File: config.mk
export PLATFORM = sky130hd
export DESIGN_NAME = color_blob_centroid
export DESIGN_NICKNAME = d
export VERILOG_FILES = /design/src/rtl/cbc_pkg.sv /design/src/rtl/color_blob_centroid.sv
export VERILOG_INCLUDE_DIRS = /design/src /design/src/rtl
export SDC_FILE = /design/constraint.sdc
export NUM_CORES = 2
export LEC_CHECK = 0
export BUFFER_PORTS_ARGS = -buffer_cell sky130_fd_sc_hd__buf_2
export CAP_MARGIN = 20
export CORE_MARGIN = 2
export CORE_UTILIZATION = 55
export CTS_CLUSTER_SIZE = 8
export DETAILED_ROUTE_END_ITERATION = 12
export PLACE_DENSITY = 0.72
export SETUP_SLACK_MARGIN = 0.02
export SLEW_MARGIN = 10
export SYNTH_ARGS = -nofsm -noshare
export SYNTH_HDL_FRONTEND = slang
export SYNTH_SLANG_ARGS = --single-unit
File: constraint.sdc
create_clock -name clk -period 13.4 [get_ports clk]
set_clock_uncertainty 0.1 [all_clocks]
set_input_delay 0 -clock clk [delete_from_list [all_inputs] [get_ports clk]]
set_output_delay 0 -clock clk [all_outputs]
set_load 0.1 [all_outputs]
File: src/rtl/color_blob_centroid_defines.svh
// assertion macros for the blob centroid block
`ifndef COLOR_BLOB_CENTROID_DEFINES_SVH
`define COLOR_BLOB_CENTROID_DEFINES_SVH

`ifndef SYNTHESIS

// overlapping implication, checked at every rising edge outside reset
`define CBC_ASSERT_IMP(lbl, ante, cons) \
  lbl: assert property (@(posedge clk) disable iff (rst) (ante) |-> (cons)) \
    else $error("cbc check failed");

// non-overlapping implication, consequent in the next cycle
`define CBC_ASSERT_NXT(lbl, ante, cons) \
  lbl: assert property (@(posedge clk) disable iff (rst) (ante) |=> (cons)) \
    else $error("cbc check failed");

`else

`define CBC_ASSERT_IMP(lbl, ante, cons)
`define CBC_ASSERT_NXT(lbl, ante, cons)

`endif

`endif

File: src/rtl/cbc_pkg.sv
package cbc_pkg;

  // frame geometry
  localparam int MAX_WIDTH  = 2048;
  localparam int MAX_HEIGHT = 2048;
  localparam int COL_W      = $clog2(MAX_WIDTH);
  localparam int ROW_W      = $clog2(MAX_HEIGHT);

  // accumulator and result widths
  localparam int CNT_W   = 23;
  localparam int SUM_W   = 34;
  localparam int COORD_W = 11;
  localparam int LUMA_W  = 16;
  localparam int LIM_W   = 30;  // 100 * count
  localparam int SQ_W    = 2 * COORD_W;
  localparam int PROD_W  = 31;  // 314 * r * r
  localparam int STEP_W  = 4;

  // fixed-point constants, luminance in hundredths
  localparam int K_BLUE   = 11;
  localparam int K_GREEN  = 59;
  localparam int K_RED    = 30;
  localparam int K_RED200 = 200;
  localparam int K_HUNDRED = 100;
  localparam int K_PI100  = 314;
  localparam logic [7:0] MIN_LUMA_RESET = 8'd50;

  typedef struct packed {
    logic [7:0] blue;
    logic [7:0] green;
    logic [7:0] red;
    logic       line_end;
    logic       frame_end;
  } pixel_t;

  typedef struct packed {
    logic [COORD_W-1:0] center_x;
    logic [COORD_W-1:0] center_y;
    logic [COORD_W-1:0] radius;
    logic [CNT_W-1:0]   pixel_count;
    logic               found;
  } result_t;

  // sequencer states
  typedef enum logic [7:0] {
    S_IDLE     = 8'b0000_0001,
    S_START    = 8'b0000_0010,
    S_DIVX     = 8'b0000_0100,
    S_DIVY     = 8'b0000_1000,
    S_SQ_MUL   = 8'b0001_0000,
    S_SQ_SCALE = 8'b0010_0000,
    S_SQ_CMP   = 8'b0100_0000,
    S_OUT      = 8'b1000_0000
  } state_t;

endpackage

File: src/rtl/color_blob_centroid.sv
// ordinary pixel: a new pixel every cycle while idle
// frame-end pixel: when pixels matched, the shared 35-bit subtract/compare
//   unit does each centroid division bit by bit, then tests the radius bit
//   by bit over 11 bits before the result; no pixel is taken meanwhile
// synchronous active-high reset: min_luma back to 50, position, count and
//   sums cleared, no result pending
module color_blob_centroid (
  input  logic             clk,
  input  logic             rst,
  input  logic             in_valid,
  output logic             in_ready,
  input  cbc_pkg::pixel_t  in_data,
  output logic             out_valid,
  input  logic             out_ready,
  output cbc_pkg::result_t out_data,
  input  logic             cfg_we,
  input  logic [7:0]       cfg_data
);

`include "color_blob_centroid_defines.svh"

  cbc_pkg::state_t state;

  logic [7:0]                   min_luma;
  logic [cbc_pkg::COL_W-1:0]    col_pos;
  logic [cbc_pkg::ROW_W-1:0]    row_pos;
  logic [cbc_pkg::CNT_W-1:0]    match_count;
  logic [cbc_pkg::SUM_W-1:0]    sum_cols;
  logic [cbc_pkg::SUM_W-1:0]    sum_rows;

  // datapath registers of the sequencer
  logic [cbc_pkg::SUM_W-1:0]    rem;
  logic [cbc_pkg::SUM_W-1:0]    dvs;
  logic [cbc_pkg::COORD_W-1:0]  quo;
  logic [cbc_pkg::STEP_W-1:0]   step;
  logic [cbc_pkg::COORD_W-1:0]  cx;
  logic [cbc_pkg::COORD_W-1:0]  cy;
  logic [cbc_pkg::COORD_W-1:0]  rad;
  logic [cbc_pkg::COORD_W-1:0]  mask;
  logic [cbc_pkg::SQ_W-1:0]     sq;
  logic [cbc_pkg::PROD_W-1:0]   prod;
  logic [cbc_pkg::LIM_W-1:0]    lim;

  logic                         in_acc;
  logic                         out_load;
  logic                         match;
  logic [cbc_pkg::LUMA_W-1:0]   luma;
  logic [cbc_pkg::LUMA_W-1:0]   red200;
  logic [cbc_pkg::LUMA_W-1:0]   luma_floor;
  logic [9:0]                   red2;
  logic [9:0]                   blue3;
  logic [9:0]                   green3;

  logic [cbc_pkg::CNT_W-1:0]    count_next;
  logic [cbc_pkg::SUM_W:0]      sum_cols_raw;
  logic [cbc_pkg::SUM_W:0]      sum_rows_raw;
  logic [cbc_pkg::SUM_W-1:0]    sum_cols_next;
  logic [cbc_pkg::SUM_W-1:0]    sum_rows_next;

  logic [cbc_pkg::SUM_W-1:0]    opa;
  logic [cbc_pkg::SUM_W-1:0]    opb;
  logic [cbc_pkg::SUM_W:0]      diff;
  logic                         ge;
  logic [cbc_pkg::COORD_W-1:0]  quo_final;
  logic                         div_done;
  logic [cbc_pkg::COORD_W-1:0]  trial;

  assign in_ready = (state == cbc_pkg::S_IDLE);
  assign in_acc   = in_valid && in_ready;
  assign out_load = (state == cbc_pkg::S_OUT) && (!out_valid || out_ready);

  // color test in hundredths of luminance
  assign luma = cbc_pkg::LUMA_W'(in_data.blue)  * cbc_pkg::LUMA_W'(cbc_pkg::K_BLUE)
              + cbc_pkg::LUMA_W'(in_data.green) * cbc_pkg::LUMA_W'(cbc_pkg::K_GREEN)
              + cbc_pkg::LUMA_W'(in_data.red)   * cbc_pkg::LUMA_W'(cbc_pkg::K_RED);
  assign red200     = cbc_pkg::LUMA_W'(in_data.red) * cbc_pkg::LUMA_W'(cbc_pkg::K_RED200);
  assign luma_floor = cbc_pkg::LUMA_W'(min_luma) * cbc_pkg::LUMA_W'(cbc_pkg::K_HUNDRED);
  assign red2   = {1'b0, in_data.red, 1'b0};
  assign blue3  = 10'(in_data.blue)  * 10'd3;
  assign green3 = 10'(in_data.green) * 10'd3;
  assign match  = (red200 > luma) && (red2 > blue3) && (red2 > green3) &&
                  (luma > luma_floor);

  // saturating accumulators
  assign count_next   = (match_count == '1) ? match_count : match_count + 1'b1;
  assign sum_cols_raw = {1'b0, sum_cols} + (cbc_pkg::SUM_W + 1)'(col_pos);
  assign sum_rows_raw = {1'b0, sum_rows} + (cbc_pkg::SUM_W + 1)'(row_pos);
  assign sum_cols_next = sum_cols_raw[cbc_pkg::SUM_W] ? '1 : sum_cols_raw[cbc_pkg::SUM_W-1:0];
  assign sum_rows_next = sum_rows_raw[cbc_pkg::SUM_W] ? '1 : sum_rows_raw[cbc_pkg::SUM_W-1:0];

  // shared subtract/compare unit: division steps or radius test
  assign opa  = (state == cbc_pkg::S_SQ_CMP) ? cbc_pkg::SUM_W'(lim)  : rem;
  assign opb  = (state == cbc_pkg::S_SQ_CMP) ? cbc_pkg::SUM_W'(prod) : dvs;
  assign diff = {1'b0, opa} - {1'b0, opb};
  assign ge   = !diff[cbc_pkg::SUM_W];

  // quotient after this step; top step only checks for clamping
  assign quo_final = (step == cbc_pkg::STEP_W'(cbc_pkg::COORD_W)) ?
                     '1 : {quo[cbc_pkg::COORD_W-2:0], ge};
  assign div_done  = ((step == cbc_pkg::STEP_W'(cbc_pkg::COORD_W)) && ge) || (step == '0);
  assign trial     = rad | mask;

  // control state, configuration and frame accumulators
  always_ff @(posedge clk) begin
    if (rst) begin
      state       <= cbc_pkg::S_IDLE;
      out_valid   <= 1'b0;
      min_luma    <= cbc_pkg::MIN_LUMA_RESET;
      col_pos     <= '0;
      row_pos     <= '0;
      match_count <= '0;
      sum_cols    <= '0;
      sum_rows    <= '0;
    end else begin
      if (cfg_we) begin
        min_luma <= cfg_data;
      end
      if (out_valid && out_ready && !out_load) begin
        out_valid <= 1'b0;
      end

      // pixel accumulation and position tracking
      if (in_acc) begin
        if (match) begin
          match_count <= count_next;
          sum_cols    <= sum_cols_next;
          sum_rows    <= sum_rows_next;
        end
        if (in_data.frame_end) begin
          state <= cbc_pkg::S_START;
        end else if (in_data.line_end) begin
          col_pos <= '0;
          if (row_pos != '1) begin
            row_pos <= row_pos + 1'b1;
          end
        end else if (col_pos != '1) begin
          col_pos <= col_pos + 1'b1;
        end
      end

      // sequencer
      unique case (state)
        cbc_pkg::S_IDLE: begin
        end
        cbc_pkg::S_START: begin
          state <= (match_count == '0) ? cbc_pkg::S_OUT : cbc_pkg::S_DIVX;
        end
        cbc_pkg::S_DIVX: begin
          if (div_done) begin
            state <= cbc_pkg::S_DIVY;
          end
        end
        cbc_pkg::S_DIVY: begin
          if (div_done) begin
            state <= cbc_pkg::S_SQ_MUL;
          end
        end
        cbc_pkg::S_SQ_MUL: begin
          state <= cbc_pkg::S_SQ_SCALE;
        end
        cbc_pkg::S_SQ_SCALE: begin
          state <= cbc_pkg::S_SQ_CMP;
        end
        cbc_pkg::S_SQ_CMP: begin
          state <= mask[0] ? cbc_pkg::S_OUT : cbc_pkg::S_SQ_MUL;
        end
        cbc_pkg::S_OUT: begin
          if (out_load) begin
            out_valid   <= 1'b1;
            state       <= cbc_pkg::S_IDLE;
            col_pos     <= '0;
            row_pos     <= '0;
            match_count <= '0;
            sum_cols    <= '0;
            sum_rows    <= '0;
          end
        end
        default: begin
          state <= cbc_pkg::S_IDLE;
        end
      endcase
    end
  end

  // datapath of the divider and the radius search
  always_ff @(posedge clk) begin
    case (state)
      cbc_pkg::S_START: begin
        rem  <= sum_cols;
        dvs  <= cbc_pkg::SUM_W'(match_count) << cbc_pkg::COORD_W;
        step <= cbc_pkg::STEP_W'(cbc_pkg::COORD_W);
        quo  <= '0;
        lim  <= cbc_pkg::LIM_W'(match_count) * cbc_pkg::LIM_W'(cbc_pkg::K_HUNDRED);
        cx   <= '0;
        cy   <= '0;
        rad  <= '0;
      end
      cbc_pkg::S_DIVX, cbc_pkg::S_DIVY: begin
        if (div_done) begin
          if (state == cbc_pkg::S_DIVX) begin
            cx <= quo_final;
          end else begin
            cy <= quo_final;
          end
          // set up the next division or the radius search
          rem  <= sum_rows;
          dvs  <= cbc_pkg::SUM_W'(match_count) << cbc_pkg::COORD_W;
          step <= cbc_pkg::STEP_W'(cbc_pkg::COORD_W);
          quo  <= '0;
          mask <= {1'b1, {(cbc_pkg::COORD_W-1){1'b0}}};
        end else begin
          if (ge && (step != cbc_pkg::STEP_W'(cbc_pkg::COORD_W))) begin
            rem <= diff[cbc_pkg::SUM_W-1:0];
          end
          quo  <= (step == cbc_pkg::STEP_W'(cbc_pkg::COORD_W)) ? '0 : quo_final;
          dvs  <= dvs >> 1;
          step <= step - 1'b1;
        end
      end
      cbc_pkg::S_SQ_MUL: begin
        sq <= cbc_pkg::SQ_W'(trial) * cbc_pkg::SQ_W'(trial);
      end
      cbc_pkg::S_SQ_SCALE: begin
        prod <= cbc_pkg::PROD_W'(sq) * cbc_pkg::PROD_W'(cbc_pkg::K_PI100);
      end
      cbc_pkg::S_SQ_CMP: begin
        if (ge) begin
          rad <= trial;
        end
        mask <= mask >> 1;
      end
      cbc_pkg::S_OUT: begin
        if (out_load) begin
          out_data.center_x    <= cx;
          out_data.center_y    <= cy;
          out_data.radius      <= rad;
          out_data.pixel_count <= match_count;
          out_data.found       <= (match_count != '0);
        end
      end
      default: begin
      end
    endcase
  end

  // checks
  `CBC_ASSERT_IMP(a_found_count, out_valid, out_data.found == (out_data.pixel_count != '0))
  `CBC_ASSERT_IMP(a_empty_zero, out_valid && !out_data.found, (out_data.center_x == '0) && (out_data.center_y == '0) && (out_data.radius == '0))
  `CBC_ASSERT_NXT(a_frame_busy, in_acc && in_data.frame_end, !in_ready)
  `CBC_ASSERT_NXT(a_rad_grows, state == cbc_pkg::S_SQ_CMP, rad >= $past(rad))
  `CBC_ASSERT_IMP(a_mask_hot, (state == cbc_pkg::S_SQ_MUL) || (state == cbc_pkg::S_SQ_SCALE) || (state == cbc_pkg::S_SQ_CMP), $onehot(mask))

endmodule
==> reports/qor.csv <==
metric,value,unit
status,completed,
ys.flop_type,edfxtp_1,
core_area,58800,µm²
cp_max_fo,29,
grt_pass1_wl,127000,µm
die_h,248,µm
yosysMostFrequentCell,ha_1,
synth_top_area_share,24.0,%
synth_edf_count,261,
rsz0062_at_grt,false,
ir_worst_vdd,0.278,mV
die_area,61300,µm²
max-cap-violations,0,
power.density,167,nW/µm²
setup-tns-final,0,ns
yosysWarnings,0,
cp_top_family,adder cells,
r2r_cells,19,
initial_core_util,55.5,%
cts_made_buffers,56,
clock_sinks,391,
min_path_type,input pin to flip-flop,
grt_max_degree,79,
antenna_found_initial,0,
fmax,0.127,GHz
path_depth,34,
reg2reg_to,mask[4],
r2r-start,state[2],
dr.pass1.iters,5,
die_w,248,µm
portBuffers,97,
root_buffer,clkbuf_16,
drive_gt1_share,6.39,%
maxSlewViolCount,0,
avgSynthCellArea,9.77,µm²
drt-total-wl,78100,µm
synth-seq-cells,391,
area_delta_synth_final,10.2,%
yosys.area.top_type,edfxtp_1,
cts_tree,done,
htreeDepth,2,
cp-end-kind,flip-flop,
drt_iter0_drc,1577,
relSlewSlack,28.9,%
crit_end,sum_rows[24],
clk_pin_slew_worst_paths,0.05,ns
layout_min_cycle_time,7.85,ns
rows,89,
diodes,0,
wire_per_inst,18.2,µm
syn_nets,4032,
gr-usage-met3,3.13,%
grt_use_met1,35.4,%
synth_area_leaders,"edfxtp_1, ha_1, fa_1, dfxtp_1, inv_1",
cp-start-kind,input pin,
power_leakage,16.3,nW
ios,98,
hpwl,59600,µm
ys_seq_area_share,32.0,%
crit_buf_inv,6,
setup-violations-final,0,
drc,0,
critPathSlowestCell,fa_1,
worstPathRequired,13.79,ns
gp_congestion,0.906,
cts_resized,0,
viasPerCell,5.71,
nets,4155,
yosys.cell_types.count,83,
synthCells,3340,
syn_area,32600,µm²
worst_ep_arrival_time,8.25,ns
critPathKind,input pin to flip-flop,
synth_async_sr_flop_share,0,%
ant_nets,0,
period_share,58.6,%
clk_path_buf_depth,3,
setup_slack,5.55,ns
grt-ovfl-total,0,
worst_slew_pin_slew,1.06,ns
grt_usage,26.1,%
grt-busiest-layer,met2,
crit_top_cell,fa_1,
hold_violations,0,
ys_top_cells_by_count,"ha_1, inv_1, nor2_1",
r2r_setup_slack,6.62,ns
num_vias,24400,
grt_pass1_vias,24300,
grtUsageMet2,43.6,%
clk-insertion-delay-late,0.63,ns
cp-startpoint,in_data[4],
slowest_delay,0.54,ns
stdcell_count,4281,
dp_slack,5.01,ns
place_inst,4146,
[routing by layer]
metal	vias to the layer above	routed length, µm	part of all wire, %
met5	-	0	0
met4	0	2520	3.2
met3	159	3650	4.7
met2	621	36700	47
met1	11800	35300	45
li1	11900	-	-
[kinds of logic (layout without fill, tap and decap cells)]
| group | Yosys count | in the layout | synth area share, % |
|---|---|---|---|
| AO/OA/AOI/OAI | 631 | 631 | 12.7 |
| XOR/XNOR | 175 | 175 | 4.70 |
| adder cells (fa/ha/maj) | 653 | 653 | 29.9 |
| buffers and inverters | 499 | 667 | 5.85 |
| flip-flops | 391 | 391 | 32.0 |
| multiplexers | 40 | 40 | 1.23 |
| other | 2 | 2 | 0.0230 |
| AND/OR/NAND/NOR | 949 | 949 | 13.7 |
[through the flow]
stage	hold WS [ns]	cell area, µm²	total power [mW]	utilization (%)
floorplan	0.0289	32600	3.84	-
global placement	0.114	34000	4.52	57.8
detailed placement	0.119	34000	4.60	57.8
CTS	0.190	36000	6.01	61.2
global route	0.213	36000	6.50	61.2
finish	0.209	36000	5.99	61.2
[timing repair]
action / in CTS / in global routing
hold endpoints to repair: 33 / 0
hold buffers: 32 / 0
buffers inserted: 0 / 0
[layout make-up]
type,count,area (µm²)
tap,773,967
clock buffer,99,1600
sequential,391,10400
multi-input combinational,2450,20400
inverter,413,1550
timing repair buffer,151,971
fill,5052,22800
clock inverter,4,76.3
[how the worst min path moves through the flow]
stage	from	end	slack [ns]	cells after the start
after floorplan	cfg_data[4]	min_luma[4]	0.03	2
after global placement	cfg_data[4]	min_luma[4]	0.11	3
after detailed placement	cfg_data[4]	min_luma[4]	0.12	3
after CTS	in_valid	state[1]	0.19	4
after global routing	in_valid	state[1]	0.21	4
final	rst	state[5]	0.21	3
[sequential cells by signal (all words and copies together), names as in the netlist, 4 cells and up]
register and flops:
out_data 57, dvs 34, rem 34, sum_cols 34, sum_rows 34, prod 29, lim 28, match_count 23
sq 21, col_pos 11, cx 11, cy 11, mask 11, rad 11, row_pos 11, quo 10
min_luma 8, state 8, step 4
[where the power goes]
part           total [mW]  leakage, nW  internal (mW)  switching, mW
Clock                1.37        0.802          0.823          0.545
Combinational        3.26         12.1           1.41           1.85
Sequential           1.36         3.42           1.34         0.0202
Total                5.99         16.3           3.58           2.41
[tightest hold or removal path: stages]
cell           delay (ns)
dlygate4sd3_1        0.55
buf_2                0.21
nor2_1               0.11
[cell usage in the layout, fill, tap and decap left out, types with 69 or more instances in the layout]
master,n
dfxtp_1,130
buf_2,97
fa_1,211
nor2_1,295
edfxtp_1,261
ha_1,442
nand2_1,267
nand3_1,81
a21o_1,69
o21ai_0,127
xnor2_1,113
inv_1,412
a21oi_1,170
No activity file was read; power rests on OpenSTA's default activity.
